File: config.mk
export PLATFORM = sky130hd
export DESIGN_NAME = wasted_space_bound_unit
export DESIGN_NICKNAME = d
export VERILOG_FILES = /design/src/hdl/wsb_pkg.sv /design/src/hdl/wsb_datapath.sv /design/src/hdl/wsb_ctrl.sv /design/src/hdl/wasted_space_bound_unit.sv
export SDC_FILE = /design/constraint.sdc
export NUM_CORES = 2
export LEC_CHECK = 0
export BUFFER_PORTS_ARGS = -buffer_cell sky130_fd_sc_hd__clkbuf_2
export CORE_ASPECT_RATIO = 1.1
export CORE_UTILIZATION = 35
export CTS_BUF_LIST = sky130_fd_sc_hd__clkbuf_16
export DETAILED_ROUTE_END_ITERATION = 16
export PLACE_DENSITY_LB_ADDON = 0.15
export SYNTH_ARGS = -nofsm -noshare
export SYNTH_HDL_FRONTEND = slang
export SYNTH_SLANG_ARGS = --single-unit
File: constraint.sdc
create_clock -name clock -period 5.8 [get_ports clock]
set_clock_uncertainty 0.1 [all_clocks]
set_input_delay 0 -clock clock [delete_from_list [all_inputs] [get_ports clock]]
set_output_delay 0 -clock clock [all_outputs]
set_load 0.05 [all_outputs]
File: src/hdl/wsb_pkg.sv
`timescale 1ns / 1ps
`default_nettype none
// ----------------------------------------------------------------------------
// wsb_pkg
// Shared widths, codes and controller/datapath interface types for the
// wasted space bound unit.
// ----------------------------------------------------------------------------
package wsb_pkg;

   localparam int SIDE_W  = 7;
   localparam int BIN_W   = 13;
   localparam int ELEM_W  = 24;
   localparam int WASTE_W = 13;
   localparam int BOX_W   = 2 * SIDE_W;
   localparam int OP_W    = 2;

   localparam logic [BIN_W-1:0]   BIN_MAX   = {BIN_W{1'b1}};
   localparam logic [ELEM_W-1:0]  ELEM_MAX  = {ELEM_W{1'b1}};
   localparam logic [WASTE_W-1:0] WASTE_MAX = {WASTE_W{1'b1}};

   localparam logic [SIDE_W-1:0] BOX_RESET = 7'd64;

   localparam logic [OP_W-1:0] OP_ADD_CELL = 2'd0;
   localparam logic [OP_W-1:0] OP_ADD_RECT = 2'd1;
   localparam logic [OP_W-1:0] OP_EVALUATE = 2'd2;

   localparam logic REG_BOX_WIDTH  = 1'b0;
   localparam logic REG_BOX_HEIGHT = 1'b1;

   typedef struct packed {
      logic add_cell;
      logic add_rect;
      logic add_wr;
      logic eval;
      logic sweep;
      logic scan_use;
      logic load_rsp;
   } wsb_cmd_type;

   typedef struct packed {
      logic sweep_last;
      logic empty;
   } wsb_status_type;

endpackage
`default_nettype wire

File: src/hdl/wsb_datapath.sv
`timescale 1ns / 1ps
`default_nettype none
// ----------------------------------------------------------------------------
// wsb_datapath
// Histogram memories, extents, scan accumulators and result registers.
// ----------------------------------------------------------------------------
module wsb_datapath import wsb_pkg::*; #(
   parameter int MAX_SIDE = 64
) (
   input  wire                     clock,
   input  wire                     reset,
   input  wsb_cmd_type             cmd,
   output wsb_status_type          status,
   input  wire  [SIDE_W-1:0]       cell_run,
   input  wire  [SIDE_W-1:0]       rect_min_dim,
   input  wire  [ELEM_W-1:0]       rect_area,
   input  wire  [ELEM_W-1:0]       total_area,
   input  wire  [SIDE_W-1:0]       box_width,
   input  wire  [SIDE_W-1:0]       box_height,
   output logic [WASTE_W-1:0]      wasted_space,
   output logic                    prune
);

   localparam int DEPTH = MAX_SIDE + 1;
   localparam int AW    = $clog2(DEPTH);
   localparam int EW    = $clog2(DEPTH + 1);
   localparam int IW    = (AW > SIDE_W) ? AW : SIDE_W;
   localparam int CARW  = ELEM_W + AW;
   localparam int PW    = ELEM_W + 1;

   logic [BIN_W-1:0]  bin_mem  [DEPTH];
   logic [ELEM_W-1:0] elem_mem [DEPTH];

   logic [BIN_W-1:0]   bin_rd_ff;
   logic [ELEM_W-1:0]  elem_rd_ff;
   logic [AW-1:0]      idx_ff, idx_in;
   logic [AW-1:0]      end_ff, end_in;
   logic [EW-1:0]      limit_ff, limit_in;
   logic [EW-1:0]      bin_ext_ff, bin_ext_in;
   logic [EW-1:0]      elem_ext_ff, elem_ext_in;
   logic               add_bin_ff, add_bin_in;
   logic               add_elem_ff, add_elem_in;
   logic [AW-1:0]      add_addr_ff, add_addr_in;
   logic [ELEM_W-1:0]  area_ff, area_in;
   logic [ELEM_W-1:0]  total_ff, total_in;
   logic [BOX_W-1:0]   box_ff, box_in;
   logic               p1_use_ff, p1_use_in;
   logic [CARW-1:0]    carry_ff, carry_in;
   logic [BIN_W-1:0]   slack_ff, slack_in;
   logic [WASTE_W-1:0] waste_ff, waste_in;
   logic [WASTE_W-1:0] rsp_waste_ff, rsp_waste_in;
   logic               rsp_prune_ff, rsp_prune_in;

   logic              cell_ok, rect_ok;
   logic [AW-1:0]     cell_addr, rect_addr;
   logic [AW-1:0]     bin_ra, elem_ra, wr_addr;
   logic              bin_we, elem_we;
   logic [BIN_W-1:0]  bin_wd, bin_inc;
   logic [ELEM_W-1:0] elem_wd, elem_inc;
   logic [ELEM_W:0]   elem_sum;
   logic [EW-1:0]     cell_ext, rect_ext, max_ext, min_ext;
   logic [CARW-1:0]   need, cap_w;
   logic              fits;
   logic [WASTE_W:0]  waste_sum;
   logic [PW-1:0]     prune_sum;

   assign cell_ok   = IW'(cell_run) <= IW'(MAX_SIDE);
   assign rect_ok   = IW'(rect_min_dim) <= IW'(MAX_SIDE);
   assign cell_addr = AW'(cell_run);
   assign rect_addr = AW'(rect_min_dim);
   assign cell_ext  = EW'(cell_addr) + EW'(1);
   assign rect_ext  = EW'(rect_addr) + EW'(1);
   assign max_ext   = (bin_ext_ff > elem_ext_ff) ? bin_ext_ff : elem_ext_ff;
   assign min_ext   = (bin_ext_ff < elem_ext_ff) ? bin_ext_ff : elem_ext_ff;

   assign status.empty      = (max_ext == '0);
   assign status.sweep_last = (idx_ff == end_ff);

   // memory ports
   assign bin_ra   = cmd.sweep ? idx_ff : cell_addr;
   assign elem_ra  = cmd.sweep ? idx_ff : rect_addr;
   assign wr_addr  = cmd.sweep ? idx_ff : add_addr_ff;
   assign bin_inc  = (bin_rd_ff == BIN_MAX) ? BIN_MAX : bin_rd_ff + BIN_W'(1);
   assign elem_sum = {1'b0, elem_rd_ff} + {1'b0, area_ff};
   assign elem_inc = elem_sum[ELEM_W] ? ELEM_MAX : elem_sum[ELEM_W-1:0];
   assign bin_we   = cmd.sweep || (cmd.add_wr && add_bin_ff);
   assign elem_we  = cmd.sweep || (cmd.add_wr && add_elem_ff);
   assign bin_wd   = cmd.sweep ? '0 : bin_inc;
   assign elem_wd  = cmd.sweep ? '0 : elem_inc;

   always_ff @(posedge clock) begin
      if (bin_we) begin
         bin_mem[wr_addr] <= bin_wd;
      end
      bin_rd_ff <= bin_mem[bin_ra];
   end

   always_ff @(posedge clock) begin
      if (elem_we) begin
         elem_mem[wr_addr] <= elem_wd;
      end
      elem_rd_ff <= elem_mem[elem_ra];
   end

   // scan arithmetic
   assign cap_w     = CARW'(bin_rd_ff);
   assign need      = carry_ff + CARW'(elem_rd_ff);
   assign fits      = (need <= cap_w);
   assign waste_sum = {1'b0, waste_ff} + {1'b0, slack_ff};
   assign prune_sum = PW'(waste_ff) + PW'(total_ff);

   always_comb begin
      idx_in       = idx_ff;
      end_in       = end_ff;
      limit_in     = limit_ff;
      bin_ext_in   = bin_ext_ff;
      elem_ext_in  = elem_ext_ff;
      add_bin_in   = add_bin_ff;
      add_elem_in  = add_elem_ff;
      add_addr_in  = add_addr_ff;
      area_in      = area_ff;
      total_in     = total_ff;
      box_in       = BOX_W'(box_width) * BOX_W'(box_height);
      p1_use_in    = cmd.sweep && cmd.scan_use && (idx_ff != '0)
                     && (EW'(idx_ff) < limit_ff);
      carry_in     = carry_ff;
      slack_in     = '0;
      waste_in     = (waste_sum > {1'b0, WASTE_MAX}) ? WASTE_MAX : waste_sum[WASTE_W-1:0];
      rsp_waste_in = rsp_waste_ff;
      rsp_prune_in = rsp_prune_ff;

      if (cmd.add_cell) begin
         add_bin_in  = cell_ok;
         add_elem_in = 1'b0;
         add_addr_in = cell_addr;
         if (cell_ok && (bin_ext_ff < cell_ext)) begin
            bin_ext_in = cell_ext;
         end
      end
      if (cmd.add_rect) begin
         add_bin_in  = 1'b0;
         add_elem_in = rect_ok;
         add_addr_in = rect_addr;
         area_in     = rect_area;
         if (rect_ok && (elem_ext_ff < rect_ext)) begin
            elem_ext_in = rect_ext;
         end
      end
      if (cmd.add_wr) begin
         add_bin_in  = 1'b0;
         add_elem_in = 1'b0;
      end

      if (p1_use_ff) begin
         if (fits) begin
            slack_in = bin_rd_ff - need[BIN_W-1:0];
            carry_in = '0;
         end else begin
            carry_in = need - cap_w;
         end
      end

      if (cmd.sweep) begin
         idx_in = idx_ff + AW'(1);
      end

      if (cmd.eval) begin
         idx_in      = '0;
         end_in      = AW'(max_ext - EW'(1));
         limit_in    = min_ext;
         total_in    = total_area;
         bin_ext_in  = '0;
         elem_ext_in = '0;
         carry_in    = '0;
         slack_in    = '0;
         waste_in    = '0;
      end

      if (cmd.load_rsp) begin
         rsp_waste_in = waste_ff;
         rsp_prune_in = prune_sum > PW'(box_ff);
      end
   end

   always_ff @(posedge clock) begin
      if (reset) begin
         idx_ff      <= '0;
         end_ff      <= AW'(MAX_SIDE);
         limit_ff    <= '0;
         bin_ext_ff  <= '0;
         elem_ext_ff <= '0;
         add_bin_ff  <= 1'b0;
         add_elem_ff <= 1'b0;
         p1_use_ff   <= 1'b0;
      end else begin
         idx_ff      <= idx_in;
         end_ff      <= end_in;
         limit_ff    <= limit_in;
         bin_ext_ff  <= bin_ext_in;
         elem_ext_ff <= elem_ext_in;
         add_bin_ff  <= add_bin_in;
         add_elem_ff <= add_elem_in;
         p1_use_ff   <= p1_use_in;
      end
   end

   always_ff @(posedge clock) begin
      add_addr_ff  <= add_addr_in;
      area_ff      <= area_in;
      total_ff     <= total_in;
      box_ff       <= box_in;
      carry_ff     <= carry_in;
      slack_ff     <= slack_in;
      waste_ff     <= waste_in;
      rsp_waste_ff <= rsp_waste_in;
      rsp_prune_ff <= rsp_prune_in;
   end

   assign wasted_space = rsp_waste_ff;
   assign prune        = rsp_prune_ff;

endmodule
`default_nettype wire

File: src/hdl/wsb_ctrl.sv
`timescale 1ns / 1ps
`default_nettype none
// ----------------------------------------------------------------------------
// wsb_ctrl
// Sequencer: request decode, add write-back, store sweep and result handoff.
// ----------------------------------------------------------------------------
module wsb_ctrl import wsb_pkg::*; (
   input  wire                  clock,
   input  wire                  reset,
   input  wire                  req_valid,
   output logic                 req_stall,
   input  wire  [OP_W-1:0]      req_operation,
   output logic                 rsp_valid,
   input  wire                  rsp_stall,
   output wsb_cmd_type          cmd,
   input  wsb_status_type       status
);

   localparam logic [2:0] ST_INIT   = 3'd0;
   localparam logic [2:0] ST_IDLE   = 3'd1;
   localparam logic [2:0] ST_ADD_WR = 3'd2;
   localparam logic [2:0] ST_SCAN   = 3'd3;
   localparam logic [2:0] ST_DRAIN1 = 3'd4;
   localparam logic [2:0] ST_DRAIN2 = 3'd5;
   localparam logic [2:0] ST_FINISH = 3'd6;

   logic [2:0] state_ff, state_in;
   logic       rsp_valid_ff, rsp_valid_in;
   logic       req_take, rsp_free;

   assign req_stall = (state_ff != ST_IDLE);
   assign req_take  = req_valid && !req_stall;
   assign rsp_free  = !rsp_valid_ff || !rsp_stall;

   always_comb begin
      state_in     = state_ff;
      rsp_valid_in = rsp_valid_ff && rsp_stall;
      cmd          = '0;
      unique case (state_ff)
         ST_INIT: begin
            cmd.sweep = 1'b1;
            if (status.sweep_last) begin
               state_in = ST_IDLE;
            end
         end
         ST_IDLE: begin
            if (req_take) begin
               case (req_operation)
                  OP_ADD_CELL: begin
                     cmd.add_cell = 1'b1;
                     state_in     = ST_ADD_WR;
                  end
                  OP_ADD_RECT: begin
                     cmd.add_rect = 1'b1;
                     state_in     = ST_ADD_WR;
                  end
                  OP_EVALUATE: begin
                     cmd.eval = 1'b1;
                     state_in = status.empty ? ST_DRAIN1 : ST_SCAN;
                  end
                  default: begin
                     state_in = ST_IDLE;
                  end
               endcase
            end
         end
         ST_ADD_WR: begin
            cmd.add_wr = 1'b1;
            state_in   = ST_IDLE;
         end
         ST_SCAN: begin
            cmd.sweep    = 1'b1;
            cmd.scan_use = 1'b1;
            if (status.sweep_last) begin
               state_in = ST_DRAIN1;
            end
         end
         ST_DRAIN1: begin
            state_in = ST_DRAIN2;
         end
         ST_DRAIN2: begin
            state_in = ST_FINISH;
         end
         ST_FINISH: begin
            if (rsp_free) begin
               cmd.load_rsp = 1'b1;
               rsp_valid_in = 1'b1;
               state_in     = ST_IDLE;
            end
         end
         default: begin
            state_in = ST_INIT;
         end
      endcase
   end

   always_ff @(posedge clock) begin
      if (reset) begin
         state_ff     <= ST_INIT;
         rsp_valid_ff <= 1'b0;
      end else begin
         state_ff     <= state_in;
         rsp_valid_ff <= rsp_valid_in;
      end
   end

   assign rsp_valid = rsp_valid_ff;

endmodule
`default_nettype wire

File: src/hdl/wasted_space_bound_unit.sv
`timescale 1ns / 1ps
`default_nettype none
// ----------------------------------------------------------------------------
// wasted_space_bound_unit
// Wasted space pruning bound: bin and element histograms, evaluate scan.
//
//   port group   direction   contents
//   req_*        in          operation, cell_run, rect_min_dim, rect_area,
//                            total_area
//   rsp_*        out         wasted_space, prune (evaluate only)
//   csr_*        in          box_width (index 0), box_height (index 1)
//
// An add request reads its histogram entry, then writes it back (ST_ADD_WR).
// Evaluate sweeps indices 0 to max(bin extent, element extent) - 1: one
// memory read per index on the single read port, then ST_DRAIN1, ST_DRAIN2
// and ST_FINISH. After reset both memories are zeroed over indices 0 to
// MAX_SIDE with req_stall high; csr writes are taken throughout.
// A result held by rsp_stall does not block add requests.
// ----------------------------------------------------------------------------
module wasted_space_bound_unit import wsb_pkg::*; #(
   parameter int MAX_SIDE = 64
) (
   input  wire                  clock,
   input  wire                  reset,
   input  wire                  req_valid,
   output logic                 req_stall,
   input  wire  [OP_W-1:0]      req_operation,
   input  wire  [SIDE_W-1:0]    req_cell_run,
   input  wire  [SIDE_W-1:0]    req_rect_min_dim,
   input  wire  [ELEM_W-1:0]    req_rect_area,
   input  wire  [ELEM_W-1:0]    req_total_area,
   output logic                 rsp_valid,
   input  wire                  rsp_stall,
   output logic [WASTE_W-1:0]   rsp_wasted_space,
   output logic                 rsp_prune,
   input  wire                  csr_write_enable,
   input  wire                  csr_index,
   input  wire  [SIDE_W-1:0]    csr_write_data
);

   logic [SIDE_W-1:0] box_width_ff, box_width_in;
   logic [SIDE_W-1:0] box_height_ff, box_height_in;
   wsb_cmd_type       cmd;
   wsb_status_type    status;

   always_comb begin
      box_width_in  = box_width_ff;
      box_height_in = box_height_ff;
      if (csr_write_enable) begin
         unique case (csr_index)
            REG_BOX_WIDTH:  box_width_in  = csr_write_data;
            REG_BOX_HEIGHT: box_height_in = csr_write_data;
         endcase
      end
   end

   always_ff @(posedge clock) begin
      if (reset) begin
         box_width_ff  <= BOX_RESET;
         box_height_ff <= BOX_RESET;
      end else begin
         box_width_ff  <= box_width_in;
         box_height_ff <= box_height_in;
      end
   end

   wsb_ctrl u_ctrl (
      .clock         (clock),
      .reset         (reset),
      .req_valid     (req_valid),
      .req_stall     (req_stall),
      .req_operation (req_operation),
      .rsp_valid     (rsp_valid),
      .rsp_stall     (rsp_stall),
      .cmd           (cmd),
      .status        (status)
   );

   wsb_datapath #(
      .MAX_SIDE (MAX_SIDE)
   ) u_datapath (
      .clock        (clock),
      .reset        (reset),
      .cmd          (cmd),
      .status       (status),
      .cell_run     (req_cell_run),
      .rect_min_dim (req_rect_min_dim),
      .rect_area    (req_rect_area),
      .total_area   (req_total_area),
      .box_width    (box_width_ff),
      .box_height   (box_height_ff),
      .wasted_space (rsp_wasted_space),
      .prune        (rsp_prune)
   );

endmodule
`default_nettype wire

[After elaboration in Yosys (flattened, before gate mapping)]
Memories as Yosys holds them, arrays and structs flattened. A register that Yosys moved wholly into a read port is not among the register bits.
Cells that the tools add are included.
Word-level totals
  register bits after elaboration: 196
  word-level logic and storage cells: 134
  bits in writable memories: 2405
  input port bits: 77
  memories: 2
  output and inout bits: 16
Memories
  u_datapath.elem_mem: words 65, width 24, read ports 1, clocked after memory_dff 1, wr ports 1, line wsb_datapath.sv:32  | logic [ELEM_W-1:0] elem_mem [DEPTH];
  u_datapath.bin_mem: words 65, width 13, read ports 1, clocked after memory_dff 1, wr ports 1, line wsb_datapath.sv:31  | logic [BIN_W-1:0] bin_mem [DEPTH];
Cells by class
  add/subtract/negate cells: 11
  magnitude comparators: 10
  mux-type cells: 40
  reduce and logical (&&, ||, !) cells: 31
  bitwise operators: 3
  $mul: 1
  equal/unequal tests: 15
Operators by type and width (count)
  $mux 7: 7
  $mux 24: 2
  $mux 13: 3
  $add 31x24->31: 1
  $le 31x13->1: 1
  $mux 31: 1
  $sub 31x13->31: 1
  $lt 7x7->1: 4
  $add 13x24->25: 1
  $add 24x24->25: 1
  $gt 25x14->1: 1
  $add 7x1->7 const B: 3
  $pmux 3 s7: 1
  $mux 1: 18
  $mux 3: 5
  $add 13x13->14: 1
  $gt 14x13->1 const B: 1
  $le 7x7->1 const B: 2
  $mul 7x7->14: 1
  $add 13x1->13 const B: 1
  $eq 13x13->1 const B: 1
  $sub 13x13->13: 1
  $eq 3x3->1 const B: 3
  $logic_and 1x1->1: 9
  24 further kinds: 41

[Logic depth before layout (Yosys ltp)]
  depth in word-level cells: 7
  gate-level depth with buffers: 21
  depth with buffers taken out: 21

[Modules after synthesis]
Synthesis repeated with hierarchy kept, for this count alone.
Unflattened totals
  cell total of the unflattened synthesis: 6149
  area total of the unflattened synthesis: 108977.0 sq um
By module, submodules not included
  wsb_datapath: area an instance 108046.1 sq um, cells an instance 6050, seq. area each 77214.1 sq um, times used 1
  wasted_space_bound_unit: area an instance 599.3 sq um, cells an instance 57, seq. area each 280.3 sq um, times used 1
  wsb_ctrl: area an instance 331.6 sq um, cells an instance 42, seq. area each 80.1 sq um, times used 1

[Least setup slack after synthesis]
OpenSTA, ideal clock, no wires.
  path type: flip-flop to flip-flop
  start: reg u_datapath.area_ff[7]
  end: mem u_datapath.elem_mem[0][22], data pin
  clock period less this slack: 5.219 ns
  data required time: 5.106 ns
  path slack: 0.581 ns
  data arrival time: 4.525 ns
  buffers on the path: 0
  cell stages (with the launch flop): 13
  setup time: 0.594 ns
  cells stage by stage: edfxtp_1 -> ha_1 -> a21o_1 -> a21oi_1 -> nor2b_1 -> o21ai_0 -> nand2_1 -> a221o_1 -> a41o_1 -> o41a_1 -> nor4_1 -> a41oi_1 -> a31oi_1
Between the ends
  word-level cells in the longest chain between the ends: 3
RTL lines
  start, declared: line wsb_datapath.sv:44  | logic [ELEM_W-1:0] area_ff, area_in;
  start signal, assigned: line wsb_datapath.sv:209  | area_ff <= area_in;
  $add 24x24->25: line wsb_datapath.sv:84  | assign elem_sum = {1'b0, elem_rd_ff} + {1'b0, area_ff};
  $mux 24: line wsb_datapath.sv:85  | assign elem_inc = elem_sum[ELEM_W] ? ELEM_MAX : elem_sum[ELEM_W-1:0];
  $mux 24: line wsb_datapath.sv:89  | assign elem_wd = cmd.sweep ? '0 : elem_inc;
  net u_datapath.elem_wd[22]: line wsb_datapath.sv:59  | logic [ELEM_W-1:0] elem_wd, elem_inc;
  end, declared: line wsb_datapath.sv:32
The timed path passes the listed nets, and every way through them passes these cells.

[Worst setup path in the final report]
  start: reg u_ctrl.state_ff[0]
  end: reg u_datapath.elem_rd_ff[11], read port of u_datapath.elem_mem
Between the ends
  word-level cells in the longest chain between the ends: 4
  elaborated cells on any way between the ends: 5
  those cells by class: eq/ne (1); mux (2); reduce/logical (2)
RTL lines
  start, declared: line wsb_ctrl.sv:27  | logic [2:0] state_ff, state_in;
  start signal, assigned: line wsb_ctrl.sv:102  | state_ff <= state_in;
  $eq 3x2->1 / $logic_not 3->1 (equally long branches): line wsb_ctrl.sv:39  | unique case (state_ff)
  $reduce_or 2->1 (no source line) (*)
  $mux 1 (*): line wsb_ctrl.sv:39
  $mux 7 (*): line wsb_datapath.sv:81  | assign elem_ra = cmd.sweep ? idx_ff : rect_addr;
  end, declared: line wsb_datapath.sv:35  | logic [ELEM_W-1:0] elem_rd_ff;
Mark *: on every way between the ends. The rest lies on a longest branch, timed or not.
A chain may end at the register's enable or synchronous reset.

==> flow_metrics.py <==
metrics = {
    "run_status": {
        "status": "finished clean",
    },
    "sta": {
        "whs_ps": 103,
        "fin_crit_ps": 5370,
        "hold_viol_final": 0,
        "fin_crit_sh_pct": 92.6,
        "tns_ps": 0,
        "tightest_slew_ps": 1300,
        "fmax_mhz": 186,
        "rsz0062_at_grt": "no",
        "finalSetupViolCount": 0,
        "slew_violations": 0,
        "max_slew_margin_pct": 13.3,
    },
    "route": {
        "vias_per_cell": 5.37,
        "drt_wl_total_mm": 319,
        "drc": 0,
        "drt_iter0_drc": 4986,
        "vias": 59500,
        "wire_per_inst_um": 28.8,
        "drt_first_pass_iters": 5,
        "ant_nets": 0,
    },
    "hold_path": {
        "hp-class": "input pin to flop",
        "min_from": "rsp_stall",
    },
    "global_routing": {
        "grt_pass1_vias": 61600,
        "antenna_found_initial": 23,
        "track_usage_pct": 20.1,
        "overflow": 0,
        "met3_usage_pct": 2.78,
        "grt_pass1_wl_mm": 456,
        "use_met1_pct": 26.2,
        "met2_usage_pct": 35.1,
        "grt_busiest_layer": "met2",
        "grt_start_max_net_pins": 66,
    },
    "die": {
        "die_y_um": 587,
        "io_pins": 93,
        "die_area_um2": 314000,
        "die_w_um": 534,
        "core_area_um2": 310000,
        "rows": 214,
        "start_util_pct": 35.2,
    },
    "critical_path": {
        "r2r_slack_ps": 430,
        "crit_arrival_ps": 6010,
        "cp.required_ps": 6430,
        "crit_type": "flop to flop",
        "critPathSlowestCell": "a211oi_1",
        "crit_path_cell_trace": "nor2b_1 > or3_2 > a21oi_4 > buf_12 > buf_12 > buf_4 > buf_4 > mux4_2 > and2_1 > a211oi_1 > a311oi_1 > a211oi_1 > o31ai_1",
        "crit_path_end_kind": "flop",
        "cp_max_fo": 23,
        "max_stage_delay_ps": 880,
        "startpoint": "u_ctrl.state_ff[0]$_SDFFE_PP0P_",
        "crit_buf_inv": 4,
        "start_kind": "flop",
        "cp_top_family": "compound AO/OA/AOI/OAI gates",
        "reg2reg_from": "u_ctrl.state_ff[0]$_SDFFE_PP0P_",
    },
    "synthesis": {
        "synth_seq_area_share_pct": 71.1,
        "synthArstFlopShare_pct": 0,
        "synth_cells": 6150,
        "yosys.area.top_type": "edfxtp_1",
        "yosys_warnings": 0,
        "synth_top_area_share_pct": 68.1,
        "syn-cell-area_um2": 109000,
        "ys_types": 86,
        "ys_ff_latch": 2638,
        "synth_ff_type": "edfxtp_1",
        "synth_area_leaders": "edfxtp_1 68%, mux4_2 12%, dfxtp_1 3.0%",
        "synth.avg_cell_area_um2": 17.7,
        "synth_nets": 6435,
        "synth_edf_count": 2474,
        "yosys-top-cells-count": "2474 x edfxtp_1, 592 x mux4_2, 469 x nand2_1",
        "yosysMostFrequentCell": "edfxtp_1",
    },
    "place": {
        "port_buffers": 92,
        "dp_hpwl_mm": 195,
        "routabilityCongestion": 0.805,
    },
    "pwr": {
        "p_leak_nw": 43.1,
        "irDropWorstVdd_mv": 0.457,
        "p_total_mw": 72.5,
        "switching_share_pct": 36.5,
        "seqPwrFrac_pct": 35.2,
        "p_clk_share_pct": 24.5,
        "pwr_density_cell_nw_per_um2": 567,
        "intPower_mw": 46.1,
        "p_switching_mw": 26.5,
        "combPwrFrac_pct": 40.2,
    },
    "clock_network": {
        "cts_made_buffers": 295,
        "cts_setup_buffers": 0,
        "clkLatencyLatePin_ps": 900,
        "clock_path_buffers": 4,
        "root_buffer": "clkbuf_16",
        "cts_resized": 0,
        "cts_tree": "built",
        "cts.clk_slew.worst_paths_ps": 60,
        "clock-sinks": 2638,
        "h-tree-depth": 5,
    },
    "finish": {
        "fin_nets": 7021,
        "drive_above_1_share_pct": 23.0,
        "fillers": 27900,
        "area_delta_synth_final_pct": 17.2,
    },
    "job": {
        "drv_cap": 0,
    },
}
==> through the flow <==
stage | worst slack, ps | area, µm² | utilization [%] | instances
finish | 427 | 128000 | 41.3 | 11100
global route | 244 | 128000 | 41.3 | 11100
CTS | 439 | 128000 | 41.3 | 11100
detailed placement | 451 | 117000 | 37.9 | 10400
global placement | 523 | 117000 | 37.9 | 10400
floorplan | 581 | 109000 | - | 6150
==> power by group through the flow <==
stage	Sequential, mW	Combinational [mW]	Clock, mW
after floorplan	25.7	18.4	0
after global placement	25.9	29.5	0
after detailed placement	26.0	29.6	0
after CTS	25.6	29.8	18.3
after global routing	25.6	31.3	18.9
final	25.5	29.2	17.8
==> cell usage in the layout, fill, tap and decap left out, types with 30 or more instances in the layout <==
| cell type | instances |
|---|---|
| a21oi_1 | 169 |
| nor3_1 | 31 |
| mux4_2 | 592 |
| clkbuf_2 | 92 |
| and2_1 | 188 |
| clkinv_1 | 60 |
| xor2_1 | 45 |
| a311oi_1 | 74 |
| clkinv_2 | 38 |
| a31oi_1 | 82 |
| clkbuf_16 | 300 |
| nor2b_1 | 36 |
| a21o_1 | 40 |
| o21ai_0 | 64 |
| a211oi_1 | 229 |
| o31ai_1 | 30 |
| fa_1 | 30 |
| nand2b_1 | 43 |
| ha_1 | 178 |
| buf_12 | 42 |
| dlygate4sd3_1 | 158 |
| nor2_2 | 69 |
| edfxtp_1 | 2474 |
| buf_4 | 323 |
| dfxtp_1 | 164 |
| nand3_1 | 68 |
| xnor2_1 | 101 |
| inv_1 | 222 |
| a21oi_4 | 48 |
| nor2_1 | 171 |
| nand2_1 | 467 |
==> flip-flops by register name (all words and copies together), names as in the netlist, 14 cells and up <==
name / count
u_datapath.area_ff: 24
u_datapath.bin_mem: 845
u_datapath.box_ff: 14
u_datapath.carry_ff: 31
u_datapath.elem_mem: 1560
u_datapath.elem_rd_ff: 24
u_datapath.total_ff: 24
==> routing by layer <==
metal  wire, µm  vias to the layer above
li1           -                    25800
met1     133000                    31700
met2     162000                     1557
met3      14700                      455
met4       9290                        0
met5          0                        -
==> final timing paths <==
path / cells past startpoint / end
max: 13 / u_datapath.elem_rd_ff[11]$_DFF_P_
min: 4 / u_ctrl.rsp_valid$_SDFF_PP0_
max reg2reg: 13 / u_datapath.elem_rd_ff[11]$_DFF_P_
min reg2reg: 2 / u_datapath.elem_rd_ff[8]$_DFF_P_
==> cells by family (layout without fill, tap and decap cells) <==
kind of cell             Yosys count  count (layout)  synth area share [%]
AND/OR/NAND/NOR                 1187            1187                  5.16
adder cells (fa/ha/maj)          208             208                  2.59
buffers and inverters            474            1281                  1.88
multiplexers                     636             636                  12.7
flip-flops                      2638            2638                  71.1
XOR/XNOR                         147             147                  1.19
AO/OA/AOI/OAI                    860             860                  5.40
other                              0              13                     0
==> worst reg2reg max path, stage by stage (launching register included) <==
cell,delay (ps)
dfxtp_1,370
nor2b_1,230
or3_2,670
a21oi_4,840
buf_12,270
buf_12,270
buf_4,300
buf_4,210
mux4_2,300
and2_1,180
a211oi_1,280
a311oi_1,200
a211oi_1,890
o31ai_1,110
==> repair_timing <==
item | CTS | global route
hold endpoints to repair | 165 | 0
hold buffers | 158 | 0
setup endpoints to repair | 0 | 0
==> layout make-up <==
cell class                 instances  area, µm²  share of cell area, %
antenna                           13       32.5                 0.0254
clock buffer                     300       7510                   5.87
clock inverter                   218       1560                   1.22
inverter                         148        556                  0.435
multi-input combinational       3038      30200                   23.6
sequential                      2638      77600                   60.7
tap                             4104       5130                   4.02
timing repair buffer             615       5310                   4.15
Power figures use the tool's default switching activity.
